File: src/sv/chm_pkg.sv
// Shared types and constants for the CAN heartbeat monitor.
`default_nettype none

package chm_pkg;

  // Field widths fixed by the word formats
  localparam int IDENT_W = 29;
  localparam int TMO_W   = 31;
  localparam int FLAG_W  = 4;
  localparam int MAX_NODES = 4;

  // Configuration register index
  typedef logic [2:0] cfg_idx_t;

  localparam cfg_idx_t REG_BEAT_TIMEOUT = 3'd0;
  localparam cfg_idx_t REG_STATUS_HOLD  = 3'd1;
  localparam cfg_idx_t REG_NODE0_IDENT  = 3'd2;

  // Register reset values
  localparam logic [TMO_W-1:0]   BEAT_TIMEOUT_RST = 31'd100;
  localparam logic [TMO_W-1:0]   STATUS_HOLD_RST  = 31'd2000;
  localparam logic [IDENT_W-1:0] NODE0_IDENT_RST  = 29'h101;

  // Request kinds and bus codes
  localparam logic     REQ_TICK    = 1'b0;
  localparam logic     REQ_FRAME   = 1'b1;
  localparam logic [1:0] BUS_UNKNOWN = 2'd3;

  // Fixed command identifiers
  localparam logic [IDENT_W-1:0] ID_EV0_SET = 29'h105;
  localparam logic [IDENT_W-1:0] ID_EV0_CLR = 29'h106;
  localparam logic [IDENT_W-1:0] ID_EV1_SET = 29'h107;
  localparam logic [IDENT_W-1:0] ID_EV1_CLR = 29'h108;
  localparam logic [IDENT_W-1:0] ID_EV2_SW  = 29'h109;
  localparam logic [IDENT_W-1:0] ID_EV3_SW  = 29'h10A;

  // Events cleared once the status hold has run out
  localparam logic [FLAG_W-1:0] EV_HOLD_MASK = 4'b1100;

  // Input word
  typedef struct packed {
    logic               req_type;
    logic [1:0]         bus_index;
    logic [IDENT_W-1:0] frame_ident;
  } in_word_t;

  // Result word
  typedef struct packed {
    logic [FLAG_W-1:0] lost_flags;
    logic [FLAG_W-1:0] event_flags;
  } out_word_t;

  // Decoded frame actions
  typedef struct packed {
    logic [MAX_NODES-1:0] node_hit;
    logic [FLAG_W-1:0]    ev_set;
    logic [FLAG_W-1:0]    ev_clr;
    logic                 stamp_switch;
  } frame_dec_t;

endpackage

`default_nettype wire

File: src/sv/chm_frame_dec.sv
// Identifier matcher: node heartbeat identifiers first, then fixed command identifiers.
`default_nettype none

module chm_frame_dec #(
  parameter int NODE_COUNT = 4
) (
  input  wire logic [NODE_COUNT-1:0][chm_pkg::IDENT_W-1:0] node_ident,
  input  wire logic [chm_pkg::IDENT_W-1:0]                 frame_ident,
  output chm_pkg::frame_dec_t                              dec
);

  logic [chm_pkg::MAX_NODES-1:0] hit;
  logic                          found;

  // Pick the lowest-numbered node whose identifier matches
  always_comb begin
    hit   = '0;
    found = 1'b0;
    for (int i = 0; i < NODE_COUNT; i++) begin
      if (!found && (node_ident[i] == frame_ident)) begin
        hit[i] = 1'b1;
        found  = 1'b1;
      end
    end
  end

  // Fall back to the command identifiers when no node claims the frame
  always_comb begin
    dec              = '0;
    dec.node_hit     = hit;
    if (!found) begin
      case (frame_ident)
        chm_pkg::ID_EV0_SET: dec.ev_set = 4'b0001;
        chm_pkg::ID_EV0_CLR: dec.ev_clr = 4'b0001;
        chm_pkg::ID_EV1_SET: dec.ev_set = 4'b0010;
        chm_pkg::ID_EV1_CLR: dec.ev_clr = 4'b0010;
        chm_pkg::ID_EV2_SW: begin
          dec.ev_set       = 4'b0100;
          dec.stamp_switch = 1'b1;
        end
        chm_pkg::ID_EV3_SW: begin
          dec.ev_set       = 4'b1000;
          dec.stamp_switch = 1'b1;
        end
        default: ;
      endcase
    end
  end

endmodule

`default_nettype wire

File: src/sv/can_heartbeat_monitor.sv
// Top level of the CAN heartbeat monitor: input register, update logic, result register.
//
// Takes one word per clock while in_stall is low and returns one result word per input
// word, in order. A word is held in the input register and then processed into the
// result register, which offers its result and holds it while the output is stalled.
// The clock rate is limited by one subtract-and-compare per node against the timeout,
// plus the identifier match, all combinational between the input and result registers.
// A tick word advances the time counter and refreshes the lost and hold-expired flags;
// a frame word from bus 0 to 2 stamps a node's heartbeat time or applies a command.
// Frames on bus 3 change nothing. Configuration may be written only while no word is
// in flight.
`default_nettype none

module can_heartbeat_monitor #(
  parameter int NODE_COUNT = 4,
  parameter int TIME_WIDTH = 32
) (
  input  wire logic                      clk,
  input  wire logic                      rst_n,
  // input channel
  input  wire logic                      in_valid,
  output logic                           in_stall,
  input  wire chm_pkg::in_word_t         in_data,
  // result channel
  output logic                           out_valid,
  input  wire logic                      out_stall,
  output chm_pkg::out_word_t             out_data,
  // configuration
  input  wire logic                      cfg_we,
  input  wire chm_pkg::cfg_idx_t         cfg_index,
  input  wire logic [chm_pkg::TMO_W-1:0] cfg_wdata
);

  localparam int CMP_W = (TIME_WIDTH > chm_pkg::TMO_W) ? TIME_WIDTH : chm_pkg::TMO_W;

  // Configuration registers
  logic [chm_pkg::TMO_W-1:0]                        beat_timeout_r;
  logic [chm_pkg::TMO_W-1:0]                        status_hold_r;
  logic [NODE_COUNT-1:0][chm_pkg::IDENT_W-1:0]      node_ident_r;

  // Pipeline registers
  logic                s1_valid_r;
  chm_pkg::in_word_t   s1_word_r;
  logic                out_valid_r;
  chm_pkg::out_word_t  out_word_r;

  // Monitor state
  logic [TIME_WIDTH-1:0]                  time_r;
  logic [TIME_WIDTH-1:0]                  time_nxt;
  logic [NODE_COUNT-1:0][TIME_WIDTH-1:0]  last_beat_r;
  logic [TIME_WIDTH-1:0]                  last_switch_r;
  logic [chm_pkg::FLAG_W-1:0]             lost_r;
  logic [chm_pkg::FLAG_W-1:0]             lost_nxt;
  logic [chm_pkg::FLAG_W-1:0]             event_r;
  logic [chm_pkg::FLAG_W-1:0]             event_nxt;

  logic                 s1_fire;
  logic                 is_tick;
  logic                 is_frame;
  logic [TIME_WIDTH-1:0] time_inc;
  logic [chm_pkg::FLAG_W-1:0] lost_tick;
  logic [TIME_WIDTH-1:0] switch_age;
  logic                 hold_expired;
  chm_pkg::frame_dec_t  dec;

  // Handshake: advance the input register whenever the result register is free
  assign s1_fire   = s1_valid_r && (!out_valid_r || !out_stall);
  assign in_stall  = s1_valid_r && !s1_fire;
  assign out_valid = out_valid_r;
  assign out_data  = out_word_r;

  assign is_tick  = (s1_word_r.req_type == chm_pkg::REQ_TICK);
  assign is_frame = (s1_word_r.req_type == chm_pkg::REQ_FRAME) &&
                    (s1_word_r.bus_index != chm_pkg::BUS_UNKNOWN);
  assign time_inc = time_r + TIME_WIDTH'(1);

  // Match the frame identifier
  chm_frame_dec #(
    .NODE_COUNT (NODE_COUNT)
  ) u_frame_dec (
    .node_ident  (node_ident_r),
    .frame_ident (s1_word_r.frame_ident),
    .dec         (dec)
  );

  // Per-node timeout check against the advanced time, and heartbeat stamp
  for (genvar g = 0; g < chm_pkg::MAX_NODES; g++) begin : g_node
    if (g < NODE_COUNT) begin : g_used
      logic [TIME_WIDTH-1:0] beat_age;
      assign beat_age     = time_inc - last_beat_r[g];
      assign lost_tick[g] = CMP_W'(beat_age) > CMP_W'(beat_timeout_r);

      always_ff @(posedge clk) begin
        if (!rst_n) begin
          last_beat_r[g]  <= '0;
          node_ident_r[g] <= chm_pkg::NODE0_IDENT_RST + chm_pkg::IDENT_W'(g);
        end else begin
          if (s1_fire && is_frame && dec.node_hit[g]) begin
            last_beat_r[g] <= time_r;
          end
          if (cfg_we && (cfg_index == chm_pkg::cfg_idx_t'(chm_pkg::REG_NODE0_IDENT + g))) begin
            node_ident_r[g] <= cfg_wdata[chm_pkg::IDENT_W-1:0];
          end
        end
      end
    end else begin : g_unused
      assign lost_tick[g] = 1'b0;
    end
  end

  assign switch_age   = time_inc - last_switch_r;
  assign hold_expired = CMP_W'(switch_age) > CMP_W'(status_hold_r);

  // Next flags and time
  always_comb begin
    time_nxt  = time_r;
    lost_nxt  = lost_r;
    event_nxt = event_r;
    if (is_tick) begin
      time_nxt = time_inc;
      lost_nxt = lost_tick;
      if (hold_expired) begin
        event_nxt = event_r & ~chm_pkg::EV_HOLD_MASK;
      end
    end else if (is_frame) begin
      event_nxt = (event_r | dec.ev_set) & ~dec.ev_clr;
    end
  end

  // Hold the monitor state and configuration
  always_ff @(posedge clk) begin
    if (!rst_n) begin
      time_r         <= '0;
      last_switch_r  <= '0;
      lost_r         <= '0;
      event_r        <= '0;
      beat_timeout_r <= chm_pkg::BEAT_TIMEOUT_RST;
      status_hold_r  <= chm_pkg::STATUS_HOLD_RST;
    end else begin
      if (s1_fire) begin
        time_r  <= time_nxt;
        lost_r  <= lost_nxt;
        event_r <= event_nxt;
        if (is_frame && dec.stamp_switch) begin
          last_switch_r <= time_r;
        end
      end
      if (cfg_we && (cfg_index == chm_pkg::REG_BEAT_TIMEOUT)) begin
        beat_timeout_r <= cfg_wdata;
      end
      if (cfg_we && (cfg_index == chm_pkg::REG_STATUS_HOLD)) begin
        status_hold_r <= cfg_wdata;
      end
    end
  end

  // Pipeline valid bits
  always_ff @(posedge clk) begin
    if (!rst_n) begin
      s1_valid_r  <= 1'b0;
      out_valid_r <= 1'b0;
    end else begin
      if (!in_stall) begin
        s1_valid_r <= in_valid;
      end
      if (s1_fire) begin
        out_valid_r <= 1'b1;
      end else if (!out_stall) begin
        out_valid_r <= 1'b0;
      end
    end
  end

  // Pipeline payload
  always_ff @(posedge clk) begin
    if (in_valid && !in_stall) begin
      s1_word_r <= in_data;
    end
    if (s1_fire) begin
      out_word_r.lost_flags  <= lost_nxt;
      out_word_r.event_flags <= event_nxt;
    end
  end

  // Checks
  a_stall_needs_word: assert property (@(posedge clk) disable iff (!rst_n)
    in_stall |-> s1_valid_r)
    else $error("input stalled with an empty input register");

  a_tick_advances: assert property (@(posedge clk) disable iff (!rst_n)
    (s1_fire && is_tick) |=> (time_r == $past(time_r) + TIME_WIDTH'(1)))
    else $error("tick did not advance time by one");

  a_frame_keeps_time: assert property (@(posedge clk) disable iff (!rst_n)
    (s1_fire && !is_tick) |=> ($stable(time_r) && $stable(lost_r)))
    else $error("frame changed time or lost flags");

  a_unknown_bus_idle: assert property (@(posedge clk) disable iff (!rst_n)
    (s1_fire && !is_tick && !is_frame) |=> ($stable(event_r) && $stable(last_switch_r)))
    else $error("frame on unknown bus changed state");

  a_unused_nodes_clear: assert property (@(posedge clk) disable iff (!rst_n)
    out_valid_r |-> ((out_word_r.lost_flags & ~lost_tick) == '0 || !is_tick ||
                     ((out_word_r.lost_flags >> NODE_COUNT) == '0)))
    else $error("lost flag set for an unused node");

endmodule

`default_nettype wire
File: config.mk
export PLATFORM = sky130hd
export DESIGN_NAME = can_heartbeat_monitor
export DESIGN_NICKNAME = d
export VERILOG_FILES = /design/src/sv/chm_pkg.sv /design/src/sv/chm_frame_dec.sv /design/src/sv/can_heartbeat_monitor.sv
export SDC_FILE = /design/constraint.sdc
export NUM_CORES = 1
export LEC_CHECK = 0
export BUFFER_PORTS_ARGS = -buffer_cell sky130_fd_sc_hd__buf_2
export CORE_UTILIZATION = 64
export DETAILED_ROUTE_END_ITERATION = 7
export HOLD_SLACK_MARGIN = 0.1
export PLACE_DENSITY = 0.81
export SKIP_CTS_REPAIR_TIMING = 1
export SLEW_MARGIN = 25
export SYNTH_ARGS = -nofsm -noshare
export SYNTH_HDL_FRONTEND = slang
export SYNTH_HIERARCHICAL = 1
export SYNTH_SLANG_ARGS = --single-unit
File: constraint.sdc
create_clock -name clk -period 6.9 [get_ports clk]
set_input_delay 0.69 -clock clk [delete_from_list [all_inputs] [get_ports clk]]
set_output_delay 0.69 -clock clk [all_outputs]
set_load 0.01 [all_outputs]
# Word level (Yosys, flattened, before mapping)
# Index checks and enable logic that the tools add are counted.
dict set report word_totals {
  register_bits 420
  inputBits 71
  out_inout_bits 10
  word_cells 101
}
dict set report op_classes {
  addsub 6
  magnitude_cmp 5
  n_eq_ne 17
  n_mux 17
  bitwise 4
  n_reduce_logical 31
}
# cell n
set op_table {}
lappend op_table {{29-bit by 9-bit == test with 1-bit output (second input constant)} 6}
lappend op_table {{32-bit by 31-bit > comparator with 1-bit output} 5}
lappend op_table {{32-bit subtractor} 5}
lappend op_table {{29-bit == test} 4}
lappend op_table {{32-bit by 1-bit adder with 32-bit output (second input constant)} 1}
lappend op_table {{1-bit logical AND} 19}
lappend op_table {{4-bit 2-to-1 mux} 4}
lappend op_table {{4-bit case mux with 4 select lines} 1}
lappend op_table {{1-bit 2-to-1 mux} 10}
lappend op_table {{9-bit 2-to-1 mux} 1}
lappend op_table {{1-bit logical NOT} 7}
lappend op_table {{3-bit by 2-bit == test with 1-bit output (second input constant)} 2}
lappend op_table {{3-bit == test (second input constant)} 2}
lappend op_table {{4-bit bitwise AND} 1}
lappend op_table {{4-bit NOT} 1}
lappend op_table {{4-bit OR} 1}
lappend op_table {{2-bit case mux with 2 select lines} 1}
lappend op_table {{2-bit AND reduction} 2}
lappend op_table {{3-bit by 1-bit == test with 1-bit output (second input constant)} 1}
lappend op_table {{3-bit logical NOT} 1}
lappend op_table {{2-bit by 1-bit != test with 1-bit output (second input constant)} 1}
lappend op_table {{2-bit != test (second input constant)} 1}
lappend op_table {{2-bit OR reduction} 1}
lappend op_table {{1-bit logical OR} 1}
lappend op_table {{1-bit NOT} 1}

# Longest topological paths before layout
# Gate-level depths: netlist of the first run.
dict set report logic_depth {
  ltp_word 16
  depth_mapped 30
  ltp_nobuf 30
}

# Hierarchy
# Netlist of the first run, hierarchy kept.
# module n_inst cells_per_inst area_each_um2 seq_area_each_um2
set modules_own_cells {}
lappend modules_own_cells {can_heartbeat_monitor 1 3467 27616.5 8808.4}
lappend modules_own_cells {chm_frame_dec 1 224 1796.7 0.0}

# Least setup slack after synthesis of the first run
# No wires, ideal clock.
dict set report synth_path {
  path_type {register to register}
  startpoint {reg time_r[0]}
  endpoint {reg out_word_r (netlist bit out_data[2]) (data pin)}
  setup_ns 0.132
  t_arrival_ns 5.659
  required_ns 6.768
  path_slack_ns 1.109
  stages_incl_launch_ff 28
  path_buffers 0
  period_less_slack_ns 5.791
  cell_sequence {dfxtp_1 -> ha_1 -> nand3_2 -> nor4_2 -> nand3_1 -> or2_2 -> nor2_2 -> and2_1 -> nand4_1 -> xnor2_1 -> ha_1 -> and2_1 -> a221o_1 -> a31oi_1 -> o21ai_1 -> a221o_1 -> xor2_1 -> ha_1 -> nand2_1 -> nor2_1 -> nand2_1 -> or3_1 -> o32a_1 -> o31ai_1 -> nand2b_1 -> mux2i_1 -> nand2_1 -> nand2_1}
}
dict set report synth_between {
  elab_chain_cells 5
}
# element line
set synth_lines {}
lappend synth_lines {{from (decl)} can_heartbeat_monitor.sv:48} ;# logic [TIME_WIDTH-1:0] time_r;
lappend synth_lines {{from (signal assigned)} can_heartbeat_monitor.sv:141} ;# time_r <= time_nxt;
lappend synth_lines {{32-bit by 1-bit adder with 32-bit output} can_heartbeat_monitor.sv:75} ;# assign time_inc = time_r + TIME_WIDTH'(1);
lappend synth_lines {{via time_inc[22]} can_heartbeat_monitor.sv:60} ;# logic [TIME_WIDTH-1:0] time_inc;
lappend synth_lines {{32-bit subtractor} can_heartbeat_monitor.sv:111} ;# assign switch_age = time_inc - last_switch_r;
lappend synth_lines {{32-bit by 31-bit > comparator with 1-bit output} can_heartbeat_monitor.sv:112} ;# assign hold_expired = CMP_W'(switch_age) > CMP_W'(status_hold_r);
lappend synth_lines {{4-bit 2-to-1 mux} can_heartbeat_monitor.sv:122} ;# if (hold_expired) begin
lappend synth_lines {{4-bit 2-to-1 mux} can_heartbeat_monitor.sv:119} ;# if (is_tick) begin
lappend synth_lines {{via event_nxt (one bit)} can_heartbeat_monitor.sv:55} ;# logic [chm_pkg::FLAG_W-1:0] event_nxt;
lappend synth_lines {{to (decl)} can_heartbeat_monitor.sv:45} ;# chm_pkg::out_word_t out_word_r;
# The timed path passes the listed nets, and every way through them passes these cells.
# A chain may end at the register's enable or synchronous reset.

# Worst setup path after layout of the first run
dict set report layout_path {
  startpoint {reg time_r[0]}
  endpoint {reg out_word_r (netlist bit out_data[3]) (data pin)}
}
# The elaborated chain is that of the path after synthesis.

==> metrics.txt, run 1 <==
outcome finished clean; WP data arrival 7.16 ns; commonest non-fill, non-tap cell in the layout nand2_1; Yosys cell types 92; Die Height 216 um; synthesized instance count 3691; CTS root buf clkbuf_16; sequential area share after synthesis 29.9%; Starting Density 64.8%; Vias 26480; CP Capture Type flip-flop; worst endpoint required time 7.39 ns; minimum clock period 6.67 ns; max-capacitance violation count 0; fillers 3734; proportion of layout cells with a drive suffix above 1 8.01%; DP Cell Count 4257; Die Area 46800 sq um; Syn-to-layout area delta 9.58%; clock slew at reported path FFs 0.06 ns; drt drc 0; number of port buffers 80; fin util 71.0%; GRT overflow 0; worst skew pair latency 0.64 ns; EDFF count, synth 40; worst hold slack 0.225 ns; clock skew 0.0468 ns; DR iter-0 viols 2741; Avg WL per Cell 21.1 um; CTS max path bufs 3; final-report max-slew violation count 0; FMAX 150 MHz; #FFs+latches synth 420; setup TNS 0 ns; Post-Route WL 91600 um; async set-reset flop share out of synthesis 0%; Pwr per Cell Area 183 nW/um^2; Rows 78; crit-path max FO 13; hpwl dp 66400 um; Num CTS Buffers 46; largest net degree at the start of global routing 239; Via-to-Cell Ratio 6.09; vias in the first global route 24880; YS warnings 6; critical path class flip-flop to flip-flop; # IOs 81; CTS sink cnt 420; worst-margin pin slew 1.12 ns; LEAKAGE 0.0132 uW; Slew Limit Headroom 25.4%; Max VDD drop 269 uV; CP Launch Type flip-flop; Final Cycle Share 96.7%; initial antenna violation count 2; Syn Area/Cell 7.97 sq um; Max H-tree Level 2; core box area 45400 sq um; first-pass GRT wire length 140000 um; drt first pass iters 6; final hold vios 0; CTS tree yes; GRT Total Usage 38.4%; non-filler cells, final 4348; final net count 4096; commonest non-fill, non-tap cells in the layout 788 x nand2_1, 380 x dfxtp_1, 332 x a21boi_0; RePlAce Congestion 1.01; chip width 216 um; Primary FF master, synth dfxtp_1; RSZ-0062 raised after global routing yes; Synth Cell Area 29400 sq um; Final setup viols 0; DRT antenna net count 0; Hold Crit Class input port to flip-flop
## flip-flops by register name (all words and copies together) (netlist names)
name	cells
last_beat_r	128
node_ident_r	116
last_switch_r	32
s1_word_r	32
time_r	32
beat_timeout_r	31
status_hold_r	31
out_data	8
event_r	4
lost_r	4
out_valid	1
s1_valid_r	1
## cells in the mapped netlist, types with 7 or more instances
master	instances	area, sq um
nand2b_1	26	163
ha_1	311	3890
and4_1	7	61.3
a31oi_1	13	81.3
nand3_1	66	330
and2_1	35	219
o21a_1	43	323
o31a_1	10	87.6
nand4_1	57	357
inv_1	253	950
o2111ai_1	16	140
nor3_1	36	180
o21ai_0	86	430
buf_4	9	67.6
xor2_1	132	1160
a211oi_1	17	128
nor4_1	32	200
xnor2_1	168	1470
o211ai_1	19	143
a21boi_0	332	2490
a21o_1	91	683
buf_2	26	130
a21oi_1	167	836
or2_2	9	56.3
edfxtp_1	40	1200
nor2b_1	56	350
dfxtp_1	380	7610
clkbuf_1	131	492
nor2_1	137	514
buf_1	13	48.8
buf_6	7	78.8
nand2_1	791	2970
o21bai_1	18	135
or3_1	16	100
and3_1	23	144
o31ai_1	8	60.1
## worst paths after layout
check,depth (start not counted),end,slack (ns),from
setup / recovery,26,out_data[3],0.23,time_r[0]
hold / removal,1,s1_word_r[22],0.22,in_data[22]
setup reg to reg,26,out_data[3],0.23,time_r[0]
hold reg to reg,2,last_beat_r[61],0.46,last_beat_r[61]
## logic make-up after synthesis
kind of cell	synth area share, %
mux	0.140
flops	29.9
other cells	0.0127
buf+inv	6.02
compound gates	20.8
simple gates	20.5
xor+xnor	8.99
fa+ha+maj	13.6
## metal layers
| layer | up-vias | track usage [%] | wire length, um |
|---|---|---|---|
| met5 | - | 0 | 11 |
| met4 | 2 | 19.9 | 4860 |
| met3 | 269 | 6.37 | 8430 |
| met2 | 1211 | 60.1 | 40300 |
| met1 | 12391 | 50.8 | 38000 |
| li1 | 12607 | - | - |
## critical path: stages (launching register included)
cell	delay [ns]
dfxtp_1	0.34
buf_4	0.21
nand2_1	0.11
nor3_2	0.30
nand2_1	0.27
or4_1	0.62
nor2_1	0.19
nand3_1	0.15
xnor2_2	0.53
ha_1	0.40
and2_1	0.22
a221o_1	0.36
a31oi_4	0.27
o21ai_1	0.19
a221o_1	0.38
xor2_1	0.16
ha_1	0.30
nand2_1	0.07
nor2_1	0.15
nand2_1	0.09
or3_1	0.40
o32a_1	0.18
o31ai_1	0.15
nand2_1	0.11
mux2i_1	0.23
nand2_1	0.10
nand2_1	0.07
## power breakdown
group | leakage [uW] | switching, uW | internal, uW
clock network | 0.000811 | 1130 | 1590
logic | 0.00895 | 366 | 261
registers | 0.00346 | 48.7 | 2510
## cell type report
class	count	area (sq um)	area share [%]
antenna	1	2.50	0.00776
inverter	253	950	2.95
timing repair buffer	156	1020	3.16
sequential	420	8810	27.3
clock buffer	66	1340	4.15
tap	600	751	2.33
multi-input combinational	2832	19000	59.1
clock inverter	20	330	1.02
## per-stage QoR
stage | worst slack (ns) | area [sq um] | power, uW
4_1_cts | -0.416 | 32000 | 5870
3_5_place_dp | -0.349 | 30300 | 3200
6_report | 0.229 | 32200 | 5900
3_3_place_gp | -0.616 | 30300 | 3190
5_1_grt | -0.0498 | 32200 | 6060
2_1_floorplan | 1.11 | 29400 | 2990
No activity file was read; power rests on OpenSTA's default activity.
==> run 2, diff against run 1 <==
--- a/config.mk
+++ b/config.mk
@@ -9,10 +9,9 @@
 export CORE_UTILIZATION = 64
 export DETAILED_ROUTE_END_ITERATION = 7
 export HOLD_SLACK_MARGIN = 0.1
-export PLACE_DENSITY = 0.81
+export PLACE_DENSITY = 0.82
 export SKIP_CTS_REPAIR_TIMING = 1
 export SLEW_MARGIN = 25
 export SYNTH_ARGS = -nofsm -noshare
 export SYNTH_HDL_FRONTEND = slang
-export SYNTH_HIERARCHICAL = 1
 export SYNTH_SLANG_ARGS = --single-unit
==> metrics.txt, run 2 <==
Critical Path Max Stage Delay 0.76 ns (+0.14 ns); slowest cell on the critical path or4_1; worst-margin pin slew 1.16 ns (+0.0467 ns); crit-path max FO 12 (-1); outcome finished clean; Yosys cell types 79 (-14%); combinational share of power 10.8% (+0.2 points); Max H-tree Level 2 (unchanged); max-capacitance violation count 0 (unchanged); final hold vios 0 (unchanged); final net count 3964 (-3.2%); Syn-to-layout area delta 9.77%; WP data arrival 7.12 ns (-0.04 ns); Area after DPL 29700 sq um (-2.2%); async set-reset flop share out of synthesis 0% (unchanged); share of the synthesized area in the top cell type 26.6% (+0.78 points); synth cell count leaders 453 x nand2_1, 380 x dfxtp_1, 337 x nor2_1, 328 x a21oi_1, 311 x ha_1; RePlAce Congestion 1.11 (+9.8%); Post-Route WL 96200 um (+5.0%); CTS sink cnt 420 (unchanged); vias in the first global route 25403 (+2.1%); CP Cell Sequence buf_4 -> and3_4 -> nand3_4 -> or4_1 -> nor2_1 -> xnor2_1 -> ha_1 -> a21o_1 -> a21o_1 -> a21oi_1 -> o21ai_0 -> nor4_1 -> a211oi_1 -> o21ai_0 -> nor3b_1 -> a311o_1 -> ha_1 -> nand4_1 -> nor2_1 -> inv_1 -> nor4_4 -> o21ai_0 -> o22a_1; Die Area 45500 sq um (-2.9%); hpwl dp 72000 um (+8.4%); Overall Power 5830 uW (-1.2%); minimum clock period 6.74 ns (+0.0684 ns); Final setup viols 0 (unchanged); Net Sw Power 1560 uW (+0.92%); #FFs+latches synth 420 (unchanged); core box area 44100 sq um (-2.8%); Starting Density 64.7% (-0.11 points); clock slew at reported path FFs 0.06 ns (about the same); Hold Crit Class input port to flip-flop; Design Area, Final 31300 sq um (-2.8%); Reg power frac 43.8% (+0.5 points); critical path class flip-flop to flip-flop; Syn Area/Cell 8.08 sq um (+1.4%); Critical Path Most Common Cell o21ai_0; Met2 Wirelength 43100 um (+6.9%); DRT met1 WL 39000 um (+2.6%); EDFF count, synth 40 (unchanged); Rows 77 (-1.3%); drt first pass iters 6 (unchanged); synthesized instance count 3533 (-4.3%); DRT antenna net count 0 (unchanged); sequential area share after synthesis 30.9% (+0.90 points); family with the most delay on the worst path simple AND/OR/NAND/NOR gates; Yosys top cell by area dfxtp_1; Final WS setup 0.161 ns (-0.0684 ns); FMAX 148 MHz (-1.0%); Cell Int Power 4270 uW (-2.0%); met3 WL post-DR 8530 um (+1.1%); DR top layer met5; drt drc 0 (unchanged); LEAKAGE 0.0140 uW (+5.5%); commonest non-fill, non-tap cell in the layout nand2_1; Avg WL per Cell 22.9 um (+8.5%); Num CTS Buffers 46 (unchanged); proportion of layout cells with a drive suffix above 1 7.28% (-0.73 points); clock skew 0.0584 ns (+0.0116 ns); Clk pwr share 45.3% (-0.8 points); RSZ-0062 raised after global routing no; Die Height 213 um (-1.5%); Final Cycle Share 97.7% (+0.99 points); largest net degree at the start of global routing 101 (-58%); buffers plus inverters on the worst setup path 2 (+1); chip width 213 um (-1.5%); Pwr per Cell Area 186 nW/um^2 (+1.6%); top cells by area, synth dfxtp_1 27%, ha_1 14%, nand2_1 6.0%; sw frac 26.7% (+0.57 points); first-pass GRT wire length 144000 um (+3.3%); Synth Cell Area 28600 sq um (-2.9%); GRT overflow 0 (unchanged); setup TNS 0 ns (unchanged); YS warnings 0 (-6); CTS tree yes; CP Capture Type flip-flop; Place WS 0.0803 ns (+0.430 ns); post-synth net total 3920; number of port buffers 80 (unchanged); Via-to-Cell Ratio 6.30 (+3.4%); GRT Total Usage 42.0% (+3.7 points); commonest non-fill, non-tap cells in the layout 452 x nand2_1, 379 x dfxtp_1, 335 x nor2_1; CTS root buf clkbuf_16; Max VDD drop 215 uV (-20%); Primary FF master, synth dfxtp_1; final-report max-slew violation count 0 (unchanged); Top Registers last_beat_r (128), node_ident_r (116); CP Launch Type flip-flop; Vias 26496 (+0.060%); Most flops, register last_beat_r; # IOs 81 (unchanged); DR iter-0 viols 2871 (+4.7%); CTS max path bufs 3 (unchanged); worst endpoint required time 7.28 ns (-0.11 ns); initial antenna violation count 3 (+1); cell with the most instances after synthesis nand2_1; worst skew pair latency 0.64 ns (about the same); max reg flops 128 (unchanged); Slew Limit Headroom 20.5% (-4.9 points)
-- run 2: cell count changes after synthesis, sizes merged, moves of 27 or more --
cell / previous run / this run
xor2: 132 / 104
mux2i: 3 / 159
nor2: 139 / 337
nand2: 792 / 453
o21ai: 91 / 118
a21boi: 337 / 10
a21oi: 168 / 328
buf: 55 / 25
-- run 2: cell type report --
type                       count  area (sq um)
clock inverter                16           285
tap                          592           741
sequential                   420          8810
antenna                        1          2.50
fill                        3587         12800
multi-input combinational   2693         18200
timing repair buffer         161          1010
clock buffer                  69          1330
inverter                     255           965
-- run 2: cells by family after synthesis --
kind of cell               Yosys count  synth area share [%]
adders and majority gates          316                  14.0
buffers and inverters              420                  5.62
AOI/OAI and AO/OA                  750                  16.2
muxes                              159                  5.57
and+or+nand+nor                   1175                  18.8
DFF                                420                  30.9
xor gates and xnor gates           293                  9.04
-- run 2: power by group through the flow --
stage / clock [uW] / sequential [uW] / combinational [uW]
final: 2640 / 2550 / 630
after global routing: 2750 / 2550 / 673
after CTS: 2650 / 2550 / 609
after detailed placement: 0 / 2600 / 604
after global placement: 0 / 2600 / 589
after floorplan: 0 / 2580 / 389
-- run 2: routing by layer --
metal | vias up | global-route usage (%)
met1 | 12685 | 53.7
li1 | 12272 | -
met3 | 290 | 7.59
met4 | 4 | 23.0
met5 | - | 0
met2 | 1245 | 67.1
-- run 2: worst paths after layout --
| path | slack [ns] | start | end | cells after the start |
|---|---|---|---|---|
| worst max-delay path | 0.16 | time_r[0] | out_data[6] | 23 |
| worst min-delay path | 0.23 | in_data[10] | s1_word_r[10] | 1 |
| worst max register to register | 0.16 | time_r[0] | out_data[6] | 23 |
| worst min register to register | 0.46 | status_hold_r[17] | status_hold_r[17] | 2 |
-- run 2: through the flow --
| stage | util [%] | hold WS (ns) | cells |
|---|---|---|---|
| floorplan | - | 0.436 | 3533 |
| global placement | 67.3 | 0.443 | 4121 |
| detailed placement | 67.3 | 0.448 | 4121 |
| CTS | 70.9 | 0.215 | 4206 |
| global route | 71.0 | 0.224 | 4207 |
| finish | 71.0 | 0.227 | 4207 |
-- run 2: worst reg2reg max path, delay by kind of cell (launching register included) --
family	cells	cell delay, ns
compound gates	9	2.16
buf+inv	2	0.36
simple gates	9	2.57
fa+ha+maj	2	0.73
xor+xnor	1	0.37
flops	1	0.34
